File: src/hdl/sps_pkg.sv
// shared pool multi-stack package: default sizes, command and status codes
// no dependencies; used by shared_pool_multi_stack
`default_nettype none

package sps_pkg;

   // default configuration of the pool
   localparam int NUM_STACKS_DEF = 8;
   localparam int NUM_SLOTS_DEF  = 64;
   localparam int DATA_WIDTH_DEF = 32;

   // fixed field widths on the ports
   localparam int CMD_W    = 1;
   localparam int SID_IN_W = 3;
   localparam int VAL_W    = 32;
   localparam int STAT_W   = 2;

   // request kinds
   localparam logic [CMD_W-1:0] CMD_PUSH = 1'b0;
   localparam logic [CMD_W-1:0] CMD_POP  = 1'b1;

   // response status codes
   localparam logic [STAT_W-1:0] STAT_DONE  = 2'd0;
   localparam logic [STAT_W-1:0] STAT_FULL  = 2'd1;
   localparam logic [STAT_W-1:0] STAT_EMPTY = 2'd2;

endpackage

`default_nettype wire

File: src/hdl/sps_ram.sv
// generic simple dual-port ram: one write port, one read port with registered data
// no dependencies
`default_nettype none

module sps_ram #(
   parameter int WIDTH = 32,
   parameter int DEPTH = 64,
   parameter int AW    = (DEPTH > 1) ? $clog2(DEPTH) : 1
) (
   input  wire logic             clock,
   input  wire logic             wr_en,
   input  wire logic [AW-1:0]    wr_addr,
   input  wire logic [WIDTH-1:0] wr_data,
   input  wire logic             rd_en,
   input  wire logic [AW-1:0]    rd_addr,
   output logic      [WIDTH-1:0] rd_data
);

   logic [WIDTH-1:0] mem [DEPTH];
   logic [WIDTH-1:0] rd_data_ff;

   always_ff @(posedge clock) begin
      if (wr_en) begin
         mem[wr_addr] <= wr_data;
      end
      if (rd_en) begin
         rd_data_ff <= mem[rd_addr];
      end
   end

   assign rd_data = rd_data_ff;

endmodule

`default_nettype wire

File: src/hdl/shared_pool_multi_stack.sv
// shared pool multi-stack: several lifo stacks linked through one pool of slots
// depends on sps_pkg and sps_ram
`default_nettype none

// Several LIFO stacks share one pool of NUM_SLOTS slots. Each request transaction
// carries a push or a pop for one stack; each produces exactly one response
// transaction with a status (done, full on push, empty on pop) and, for a pop,
// the popped value (-1 on an empty stack, 0 for every push). A push or pop that
// goes through has its response loaded after these steps: the stack-top read
// issued at acceptance, a read of the slot-link memory (and, for a pop, of the
// slot-data memory), the link and pointer writes, and the response load, which
// waits until the output register is free. A push that finds the pool full or a
// pop that finds its stack empty skips the link step. The sequencer handles one
// request at a time and accepts the next request only once the previous one has
// loaded its response into the output register. A response waiting in the
// output register does not block acceptance of the next request, but that request
// cannot load its own response until the waiting one is taken. After reset all
// stacks are empty and the free list holds every slot in order. No clearing pass
// is needed: a high-water mark marks the slots never taken, whose link is implied.
// A stack number of NUM_STACKS or above changes nothing and answers full (push)
// or empty (pop). Pushed values keep their low DATA_WIDTH bits; popped values are
// sign-extended to 32 bits.

module shared_pool_multi_stack #(
   parameter int NUM_STACKS = sps_pkg::NUM_STACKS_DEF,
   parameter int NUM_SLOTS  = sps_pkg::NUM_SLOTS_DEF,
   parameter int DATA_WIDTH = sps_pkg::DATA_WIDTH_DEF
) (
   input  wire logic        clock,
   input  wire logic        reset,
   // request channel
   input  wire logic        req_tvalid,
   output logic             req_tready,
   input  wire logic [31:0] req_tdata,   // [31:0] push_value
   input  wire logic [3:0]  req_tuser,   // [0] command, [3:1] stack_id
   // response channel
   output logic             rsp_tvalid,
   input  wire logic        rsp_tready,
   output logic      [31:0] rsp_tdata,   // [31:0] pop_value
   output logic      [1:0]  rsp_tuser    // [1:0] status
);

   // pointer widths: null pointer is NUM_SLOTS
   localparam int PTR_W = $clog2(NUM_SLOTS + 1);
   localparam int AW    = $clog2(NUM_SLOTS);
   localparam int SID_W = (NUM_STACKS > 1) ? $clog2(NUM_STACKS) : 1;
   localparam int SX_W  = (SID_W > sps_pkg::SID_IN_W) ? SID_W : sps_pkg::SID_IN_W;
   localparam logic [PTR_W-1:0] NULL_PTR = PTR_W'(NUM_SLOTS);

   // sequencer states
   localparam logic [1:0] S_IDLE = 2'd0;   // waiting for a request
   localparam logic [1:0] S_TOP  = 2'd1;   // stack top read back
   localparam logic [1:0] S_LINK = 2'd2;   // slot link read back
   localparam logic [1:0] S_DONE = 2'd3;   // result waits for output register

   logic [1:0]              state_ff, state_in;
   logic                    cmd_ff;
   logic [SID_W-1:0]        sid_ff;
   logic                    in_range_ff;
   logic [DATA_WIDTH-1:0]   value_ff;
   logic [PTR_W-1:0]        slot_ff, slot_in;
   logic [PTR_W-1:0]        top_old_ff, top_old_in;
   logic [PTR_W-1:0]        free_head_ff, free_head_in;
   logic [PTR_W-1:0]        hwm_ff, hwm_in;          // slots below this have a stored link
   logic [NUM_STACKS-1:0]   top_valid_ff, top_valid_in;
   logic [1:0]              res_status_ff, res_status_in;
   logic [31:0]             res_value_ff, res_value_in;
   logic                    rsp_valid_ff, rsp_valid_in;
   logic [1:0]              rsp_status_ff, rsp_status_in;
   logic [31:0]             rsp_value_ff, rsp_value_in;

   logic                    accept;
   logic [SX_W-1:0]         req_sid_ext;
   logic                    req_in_range;
   logic [PTR_W-1:0]        top_cur;
   logic                    out_free;

   // memory ports
   logic                    top_we;
   logic [PTR_W-1:0]        top_wdata;
   logic [PTR_W-1:0]        top_rdata;
   logic                    link_we, link_re;
   logic [AW-1:0]           link_raddr;
   logic [PTR_W-1:0]        link_wdata;
   logic [PTR_W-1:0]        link_rdata;
   logic                    data_we, data_re;
   logic [DATA_WIDTH-1:0]   data_rdata;
   logic signed [63:0]      pop_wide;
   logic signed [63:0]      push_wide;

   assign req_tready   = (state_ff == S_IDLE);
   assign accept       = req_tvalid && req_tready;
   assign req_sid_ext  = SX_W'(req_tuser[3:1]);
   assign req_in_range = ({29'd0, req_tuser[3:1]} < 32'(NUM_STACKS));
   assign out_free     = !rsp_valid_ff || rsp_tready;

   // current top of the addressed stack, null when out of range or never written since reset
   assign top_cur = (in_range_ff && top_valid_ff[sid_ff]) ? top_rdata : NULL_PTR;

   // value conversions between port width and storage width
   assign push_wide = 64'(signed'(req_tdata));
   assign pop_wide  = 64'(signed'(data_rdata));

   // stack top memory: read at acceptance, written by a push or a pop
   sps_ram #(
      .WIDTH (PTR_W),
      .DEPTH (NUM_STACKS),
      .AW    (SID_W)
   ) u_top_ram (
      .clock   (clock),
      .wr_en   (top_we),
      .wr_addr (sid_ff),
      .wr_data (top_wdata),
      .rd_en   (accept),
      .rd_addr (req_sid_ext[SID_W-1:0]),
      .rd_data (top_rdata)
   );

   // slot link memory: next pointer of each slot in a stack or in the free list
   sps_ram #(
      .WIDTH (PTR_W),
      .DEPTH (NUM_SLOTS),
      .AW    (AW)
   ) u_link_ram (
      .clock   (clock),
      .wr_en   (link_we),
      .wr_addr (slot_ff[AW-1:0]),
      .wr_data (link_wdata),
      .rd_en   (link_re),
      .rd_addr (link_raddr),
      .rd_data (link_rdata)
   );

   // slot data memory
   sps_ram #(
      .WIDTH (DATA_WIDTH),
      .DEPTH (NUM_SLOTS),
      .AW    (AW)
   ) u_data_ram (
      .clock   (clock),
      .wr_en   (data_we),
      .wr_addr (free_head_ff[AW-1:0]),
      .wr_data (value_ff),
      .rd_en   (data_re),
      .rd_addr (top_cur[AW-1:0]),
      .rd_data (data_rdata)
   );

   always_comb begin
      state_in      = state_ff;
      slot_in       = slot_ff;
      top_old_in    = top_old_ff;
      free_head_in  = free_head_ff;
      hwm_in        = hwm_ff;
      top_valid_in  = top_valid_ff;
      res_status_in = res_status_ff;
      res_value_in  = res_value_ff;
      rsp_valid_in  = rsp_valid_ff;
      rsp_status_in = rsp_status_ff;
      rsp_value_in  = rsp_value_ff;

      top_we     = 1'b0;
      top_wdata  = free_head_ff;
      link_we    = 1'b0;
      link_re    = 1'b0;
      link_raddr = top_cur[AW-1:0];
      link_wdata = free_head_ff;
      data_we    = 1'b0;
      data_re    = 1'b0;

      // response register drains independently of the sequencer
      if (rsp_valid_ff && rsp_tready) begin
         rsp_valid_in = 1'b0;
      end

      case (state_ff)
         S_IDLE: begin
            if (accept) begin
               state_in = S_TOP;
            end
         end

         S_TOP: begin
            if (cmd_ff == sps_pkg::CMD_PUSH) begin
               if (!in_range_ff || free_head_ff == NULL_PTR) begin
                  res_status_in = sps_pkg::STAT_FULL;
                  res_value_in  = '0;
                  state_in      = S_DONE;
               end else begin
                  // take the free head: store value, make it the new top
                  slot_in    = free_head_ff;
                  top_old_in = top_cur;
                  data_we    = 1'b1;
                  top_we     = 1'b1;
                  top_wdata  = free_head_ff;
                  top_valid_in[sid_ff] = 1'b1;
                  link_re    = 1'b1;
                  link_raddr = free_head_ff[AW-1:0];
                  state_in   = S_LINK;
               end
            end else begin
               if (!in_range_ff || top_cur == NULL_PTR) begin
                  res_status_in = sps_pkg::STAT_EMPTY;
                  res_value_in  = '1;
                  state_in      = S_DONE;
               end else begin
                  slot_in  = top_cur;
                  link_re  = 1'b1;
                  data_re  = 1'b1;
                  state_in = S_LINK;
               end
            end
         end

         S_LINK: begin
            link_we       = 1'b1;
            res_status_in = sps_pkg::STAT_DONE;
            if (cmd_ff == sps_pkg::CMD_PUSH) begin
               // slots at or above the high-water mark link to their successor
               if (slot_ff < hwm_ff) begin
                  free_head_in = link_rdata;
               end else begin
                  free_head_in = slot_ff + PTR_W'(1);
                  hwm_in       = hwm_ff + PTR_W'(1);
               end
               link_wdata   = top_old_ff;
               res_value_in = '0;
            end else begin
               // unlink the top and return it to the free head
               top_we       = 1'b1;
               top_wdata    = link_rdata;
               link_wdata   = free_head_ff;
               free_head_in = slot_ff;
               res_value_in = pop_wide[31:0];
            end
            state_in = S_DONE;
         end

         S_DONE: begin
            if (out_free) begin
               rsp_valid_in  = 1'b1;
               rsp_status_in = res_status_ff;
               rsp_value_in  = res_value_ff;
               state_in      = S_IDLE;
            end
         end

         default: begin
            state_in = S_IDLE;
         end
      endcase
   end

   always_ff @(posedge clock) begin
      if (reset) begin
         state_ff     <= S_IDLE;
         free_head_ff <= '0;
         hwm_ff       <= '0;
         top_valid_ff <= '0;
         rsp_valid_ff <= 1'b0;
      end else begin
         state_ff     <= state_in;
         free_head_ff <= free_head_in;
         hwm_ff       <= hwm_in;
         top_valid_ff <= top_valid_in;
         rsp_valid_ff <= rsp_valid_in;
      end
   end

   // payload registers
   always_ff @(posedge clock) begin
      if (accept) begin
         cmd_ff      <= req_tuser[0];
         sid_ff      <= req_sid_ext[SID_W-1:0];
         in_range_ff <= req_in_range;
         value_ff    <= push_wide[DATA_WIDTH-1:0];
      end
      slot_ff       <= slot_in;
      top_old_ff    <= top_old_in;
      res_status_ff <= res_status_in;
      res_value_ff  <= res_value_in;
      rsp_status_ff <= rsp_status_in;
      rsp_value_ff  <= rsp_value_in;
   end

   assign rsp_tvalid = rsp_valid_ff;
   assign rsp_tdata  = rsp_value_ff;
   assign rsp_tuser  = rsp_status_ff;

endmodule

`default_nettype wire

File: config.mk
export PLATFORM = sky130hd
export DESIGN_NAME = shared_pool_multi_stack
export DESIGN_NICKNAME = d
export VERILOG_FILES = /design/src/hdl/sps_pkg.sv /design/src/hdl/sps_ram.sv /design/src/hdl/shared_pool_multi_stack.sv
export SDC_FILE = /design/constraint.sdc
export NUM_CORES = 2
export LEC_CHECK = 0
export ABC_CLOCK_PERIOD_IN_PS = 12500
export BUFFER_PORTS_ARGS = -buffer_cell sky130_fd_sc_hd__buf_2
export CAP_MARGIN = 30
export CELL_PAD_IN_SITES_DETAIL_PLACEMENT = 1
export CELL_PAD_IN_SITES_GLOBAL_PLACEMENT = 1
export CORE_UTILIZATION = 55
export DETAILED_ROUTE_END_ITERATION = 10
export GPL_TIMING_DRIVEN = 0
export PLACE_DENSITY = 0.75
export RECOVER_POWER = 25
export SETUP_SLACK_MARGIN = 0.02
export SLEW_MARGIN = 20
export SYNTH_ARGS = -nofsm -noshare
export SYNTH_HDL_FRONTEND = slang
export SYNTH_HIERARCHICAL = 1
export SYNTH_SLANG_ARGS = --single-unit
File: constraint.sdc
create_clock -name clock -period 12.5 [get_ports clock]
set_clock_uncertainty 0.05 [all_clocks]
set_input_delay 1.875 -clock clock [delete_from_list [all_inputs] [get_ports clock]]
set_output_delay 1.875 -clock clock [all_outputs]
set_load 0.005 [all_outputs]
## Word level (Yosys, flattened, before mapping)

Memory sizes are Yosys's and may differ from the RTL's. A register that Yosys moved wholly into a read port is not among the register bits.
Index checks and enable logic that the tools add are counted.
Widths: inputs -> output; s select.

| word-level totals | value |
|---|---|
| register bits after elaboration | 143 |
| bits in writable memories | 2552 |
| output and inout bits | 36 |
| memories kept | 3 |

| operators by class | value |
|---|---|
| add/sub/neg operators | 2 |
| $lt $le $gt $ge | 3 |
| eq/ne operators | 11 |
| mux-type cells | 52 |
| bitwise logic cells | 4 |
| reductions and logical operators | 13 |

Memory list:

| name | depth | width | rd ports | clocked after memory_dff | wr ports | line | source |
|---|---|---|---|---|---|---|---|
| u_data_ram.mem | 64 | 32 | 1 | 1 | 1 | sps_ram.sv:19 | `logic [WIDTH-1:0] mem [DEPTH];` |
| u_link_ram.mem | 64 | 7 | 1 | 1 | 1 | sps_ram.sv:19 |  |
| u_top_ram.mem | 8 | 7 | 1 | 1 | 1 | sps_ram.sv:19 |  |

Operators with widths:

| cell | number |
|---|---|
| $mux 32 | 4 |
| $mux 7 | 10 |
| $pmux 32 s2 | 1 |
| $mux 1 | 23 |
| $mux 6 | 3 |
| $add 7x1->7 const B | 2 |
| $eq 7x7->1 const B | 2 |
| $mux 2 | 6 |
| $reduce_and 3->1 | 4 |
| $or 8x8->8 | 1 |
| $pmux 2 s4 | 1 |
| $lt 7x7->1 | 1 |
| $ne 2x2->1 const B | 3 |
| $ne 3x3->1 const B | 2 |
| $eq 2x2->1 const B | 2 |
| $lt 3x4->1 const B | 1 |
| $pmux 2 s2 | 1 |
| $reduce_and 2->1 | 2 |
| $bmux 1 s3 | 1 |
| $demux 1 s3 | 1 |
| $ge 3x1->1 const B | 1 |
| $logic_and 1x1->1 | 3 |
| $not 1->1 | 3 |
| $eq 2x1->1 const B | 1 |
| 6 further kinds | 6 |

## Depth between registers and ports, before layout

| depth | value |
|---|---|
| word-level depth | 7 |
| gate-level depth with buffers | 16 |
| mapped depth without buffers | 10 |

## Modules after synthesis

Netlist, hierarchy kept.

By module, submodules not included:

| module | instances | cells an instance | area each (µm²) | seq. area each (µm²) |
|---|---|---|---|---|
| sps_ram (u_data_ram) | 1 | 3324 | 78835.6 | 62459.9 |
| sps_ram (u_link_ram) | 1 | 827 | 17705.7 | 13663.1 |
| shared_pool_multi_stack | 1 | 432 | 5875.6 | 4043.9 |
| sps_ram (u_top_ram) | 1 | 101 | 2436.1 | 1891.8 |

## Worst setup path after synthesis

Ideal clock, no wire load.

| timing path | value |
|---|---|
| kind | register to register |
| start point | register sid_ff[1] |
| end point | register res_status_ff[0], enable pin |
| library setup time | 468 ps |
| arrival time | 4175 ps |
| required time | 11982 ps |
| path slack | 7807 ps |
| cell stages (with the launch flop) | 8 |
| clock period less this slack | 4693 ps |
| cell sequence | edfxtp_1 buf_1 mux2i_1 nor2_1 a2111o_1 buf_2 and4_4 nor3_1 |

| between the ends | value |
|---|---|
| word-level cells in the longest chain between the ends | 6 |

Ends and longest elaborated chain:

| what | line | source |
|---|---|---|
| from (decl) | shared_pool_multi_stack.sv:58 | `logic [SID_W-1:0] sid_ff;` |
| from (signal assigned) | shared_pool_multi_stack.sv:274 | `sid_ff <= req_sid_ext[SID_W-1:0];` |
| $bmux 1 s3 | shared_pool_multi_stack.sv:98 | `assign top_cur = (in_range_ff && top_valid_ff[sid_ff]) ? top_rdata : NULL_PTR;` |
| $mux 1 (not written as such) | shared_pool_multi_stack.sv:98 |  |
| $mux 7 | shared_pool_multi_stack.sv:98 |  |
| $eq 7x7->1 | shared_pool_multi_stack.sv:202 | `if (!in_range_ff \|\| top_cur == NULL_PTR) begin` |
| $ne 3x3->1 (no line) | n/a |  |
| $reduce_and 3->1 (no line) | n/a |  |
| to (signal assigned) | shared_pool_multi_stack.sv:280 | `res_status_ff <= res_status_in;` |
| to (decl) | shared_pool_multi_stack.sv:66 | `logic [1:0] res_status_ff, res_status_in;` |

Every way passes these cells. The select of a mux whose other input is x is not followed.
A chain may end at the register's enable or synchronous reset.

## Final worst setup path

| timing path | value |
|---|---|
| start point | register sid_ff[0] |
| end point | register u_data_ram.rd_data_ff[10] (netlist: u_data_ram/rd_data[10]), read port of u_data_ram.mem (data pin) |

| between the ends | value |
|---|---|
| word-level cells in the longest chain between the ends | 7 |

Ends and longest elaborated chain:

| what | line | source |
|---|---|---|
| $bmux 1 s3 * | shared_pool_multi_stack.sv:98 |  |
| $mux 1 (not written as such) * | shared_pool_multi_stack.sv:98 |  |
| $mux 7 * | shared_pool_multi_stack.sv:98 |  |
| net top_cur[2] | shared_pool_multi_stack.sv:75 | `logic [PTR_W-1:0] top_cur;` |
| $eq 7x7->1 | shared_pool_multi_stack.sv:202 |  |
| $mux 1 | shared_pool_multi_stack.sv:202 |  |
| $mux 1 | shared_pool_multi_stack.sv:184 | `if (cmd_ff == sps_pkg::CMD_PUSH) begin` |
| $mux 1 | shared_pool_multi_stack.sv:176 | `case (state_ff)` |
| to (decl) | sps_ram.sv:20 | `logic [WIDTH-1:0] rd_data_ff;` |

Mark *: on every way through the listed nets, which the timed path passes. The rest lies on a longest branch. The select of a mux whose other input is x is not followed.

==> results.json <==
{
  "path_max_fanout": 11,
  "hold_viol_final": 0,
  "wl_per_cell_um": 44.0,
  "start_kind": "flip-flop",
  "synth.cell_area_um2": 105000,
  "p_sw_uw": 4970,
  "finalCritPeriodShare": 0.509,
  "drtAntennaViolNets": 0,
  "seq_area_um2": 82100,
  "fill_cells": 14971,
  "hold_path_class": "flip-flop to flip-flop",
  "grt_setup_unrepaired": "no",
  "violations": "max-capacitance violations, max-slew violations",
  "crit_type": "flip-flop to flip-flop",
  "switching_share": 0.240,
  "yosysTopAreaCell": "edfxtp_1",
  "die_w_um": 439,
  "ys_ff_latch": 2741,
  "status": "complete, but fails checks",
  "fin_ws_ns": 6.14,
  "dieArea_um2": 192000,
  "start_util": 0.556,
  "antenna_found_initial": 13,
  "drcViolationCount": 0,
  "powerDensity_nw_per_um2": 170,
  "ctsHoldBuffers": 0,
  "synth_warnings": 6,
  "drive_gt1_frac": 0.278,
  "worstPathArrival_ns": 6.96,
  "io_pins": 76,
  "grt_max_degree": 65,
  "synthesis.instances": 4684,
  "total_power_uw": 20700,
  "cp.required_ns": 13.10,
  "fin_nets": 5362,
  "seqPwrFrac": 0.525,
  "core-area_um2": 189000,
  "postSynthAreaPerCell_um2": 22.4,
  "place_ws_ns": 6.44,
  "ys_seq_area_frac": 0.783,
  "first_pass_iters": 6,
  "crit_path_end_kind": "flip-flop",
  "post_cts_buffers": 0,
  "synth_nets": 4736,
  "fp.dieH_um": 439,
  "pwr-share-comb": 0.085,
  "max_freq_mhz": 157,
  "dp.cells": 7500,
  "synth-async-reset-ratio": 0,
  "fin_crit_ns": 6.36,
  "ctsResizeCount": 0,
  "drv_cap": 3,
  "peakVddDrop_v": 0.000153,
  "synth-edff-count": 2716,
  "gp_congestion": 0.884,
  "tightest_slew_ns": 1.66,
  "setup_viol": 0,
  "numPortBuffers": 75,
  "cts_buffers": 289,
  "drt_iter0_drc": 9230,
  "wirelength_um": 352000,
  "clk_latency_ns": 0.97,
  "p_int_uw": 15700,
  "cts_tree": "built",
  "root_buffer": "clkbuf_16",
  "dp_hpwl_um": 232000,
  "grt_usage": 0.369,
  "grt_remaining_overflow": 0,
  "synth.distinct_cells": 70,
  "p_clk_frac": 0.390,
  "yosys-top-cells-area": "edfxtp_1 (78%), mux4_2 (14%), mux2i_1 (1.1%)",
  "setup_tns_ns": 0,
  "rows": 159,
  "area_growth_pct": 16.1,
  "synth-main-ff-cell": "edfxtp_1",
  "clock_sinks": 2741,
  "num_vias": 57466,
  "grt_pass1_wl_um": 478000,
  "viasPerCell": 7.18,
  "fin_util": 0.646,
  "yosys.area.top_type_share": 0.778,
  "grt_pass1_vias": 58696,
  "multiInputGateArea_um2": 21900,
  "cts.clk_slew.worst_paths_ns": 0.06,
  "ctsLongestPathBuffers": 4,
  "instances_no_fill": 8003,
  "htree_levels": 5,
  "p_leak_uw": 0.0373,
  "slew_viol_final": 84,
  "maxSlewHeadroom": -0.106
}
stage by stage:
step	hold slack (ns)	cell area, um^2
5_1_grt	0.378	122000
6_report	0.369	122000
4_1_cts	0.370	122000
2_1_floorplan	0.350	105000
3_3_place_gp	0.355	108000
3_5_place_dp	0.355	114000
worst max-delay path, cell delays in order (launching register included):
cell	delay [ns]
edfxtp_1	0.47
clkbuf_1	0.28
or3b_1	0.43
a21oi_1	0.18
a2111o_1	0.18
buf_2	0.26
and2_1	0.19
clkbuf_1	0.51
buf_2	0.51
buf_2	0.51
buf_2	0.52
nand2_1	0.55
o22ai_1	0.39
nor2_1	0.17
a21oi_1	0.65
nor2_1	0.16
sequential cells by signal, summed over array words and instances (netlist names), 8 cells and up:
signal,count
u_top_ram/mem,56
rsp_tdata,32
value_ff,32
res_value_ff,32
u_data_ram/rd_data,32
top_valid_ff,8
u_link_ram/mem,448
u_data_ram/mem,2048
path summary, 6_finish.rpt:
| path | cells past startpoint | to | slack (ns) | from |
|---|---|---|---|---|
| setup / recovery | 15 | u_data_ram/rd_data[10] | 6.14 | sid_ff[0] |
| hold / removal | 0 | rsp_tdata[23] | 0.37 | res_value_ff[23] |
| setup reg to reg | 15 | u_data_ram/rd_data[10] | 6.14 | sid_ff[0] |
| hold reg to reg | 0 | rsp_tdata[23] | 0.37 | res_value_ff[23] |
metal layers:
metal	global-route usage	wire [um]	share of wire
met1	0.459	114000	0.32
met2	0.582	166000	0.47
met4	0.243	28400	0.081
met5	0.000248	68	0.00019
met3	0.0901	44400	0.13
cells in the mapped netlist (all sizes together) (3+ instances only):
cell type	number
and2	10
o22ai	100
and3b	3
nand4	11
nand2b	19
o31ai	8
nor2b	29
mux2i	116
or3	8
nand3b	11
o21ai	19
nor3	20
nor3b	3
a31oi	6
a22o	15
or3b	8
inv	45
a21oi	113
mux4	670
a41o	6
edfxtp	2716
a211oi	4
a41oi	4
ha	12
dfxtp	25
nor2	239
a22oi	20
o221ai	36
mux2	25
buf	144
o32ai	5
nand2	54
nand3	22
and3	9
a311oi	8
xnor2	6
clkbuf	110
or2	4
layout by cell type, fill, tap and decap left out, types with 9 or more instances in the layout:
cell	netlist	routed
edfxtp_1	2716	2716
buf_12	1	77
nand2b_1	19	19
clkinv_2	0	43
inv_1	44	44
nor2_1	239	177
nor2b_1	27	26
nor2_4	0	62
buf_8	2	30
mux2_2	17	21
diode_2	0	12
nand3b_1	11	11
clkbuf_1	110	220
a22oi_1	20	20
and2_1	10	9
nand4_1	11	11
mux2i_1	116	116
bufinv_16	0	12
a21oi_1	113	113
clkbuf_16	0	295
o21ai_0	11	11
a22o_1	15	15
nor3_1	20	15
nand3_1	20	20
ha_1	12	12
buf_16	0	69
buf_4	30	45
and3_1	9	9
buf_1	24	22
buf_2	75	137
clkinv_1	0	63
mux4_1	14	14
mux4_2	656	656
clkbuf_2	0	10
nand2_1	53	53
o221ai_1	36	36
buf_6	12	32
dfxtp_1	25	25
o22ai_1	100	99
power by group through the flow:
stage / clock network (uW) / registers [uW] / logic, uW
floorplan: 0 / 11100 / 665
global placement: 0 / 11300 / 1140
detailed placement: 0 / 11000 / 1740
CTS: 8090 / 10900 / 1770
global route: 8340 / 10900 / 1790
finish: 8060 / 10900 / 1770
final cells by class:
| type | instances | area share |
|---|---|---|
| diodes | 12 | 0.000247 |
| inverters | 45 | 0.00139 |
| clock buffers | 349 | 0.0624 |
| flip-flops and latches | 2741 | 0.674 |
| clock inverters | 128 | 0.00746 |
| repair buffers | 335 | 0.0388 |
| plain buffers | 254 | 0.0107 |
| well taps | 2495 | 0.0256 |
| multi-input cells | 1644 | 0.179 |
cell families after synthesis:
group                      synth area share
AOI/OAI and AO/OA                    0.0225
xor gates and xnor gates           0.000668
adders and majority gates           0.00143
buffers and inverters                0.0139
DFF                                   0.783
muxes                                 0.158
and+or+nand+nor                      0.0207
No activity file was read; power rests on OpenSTA's default activity.
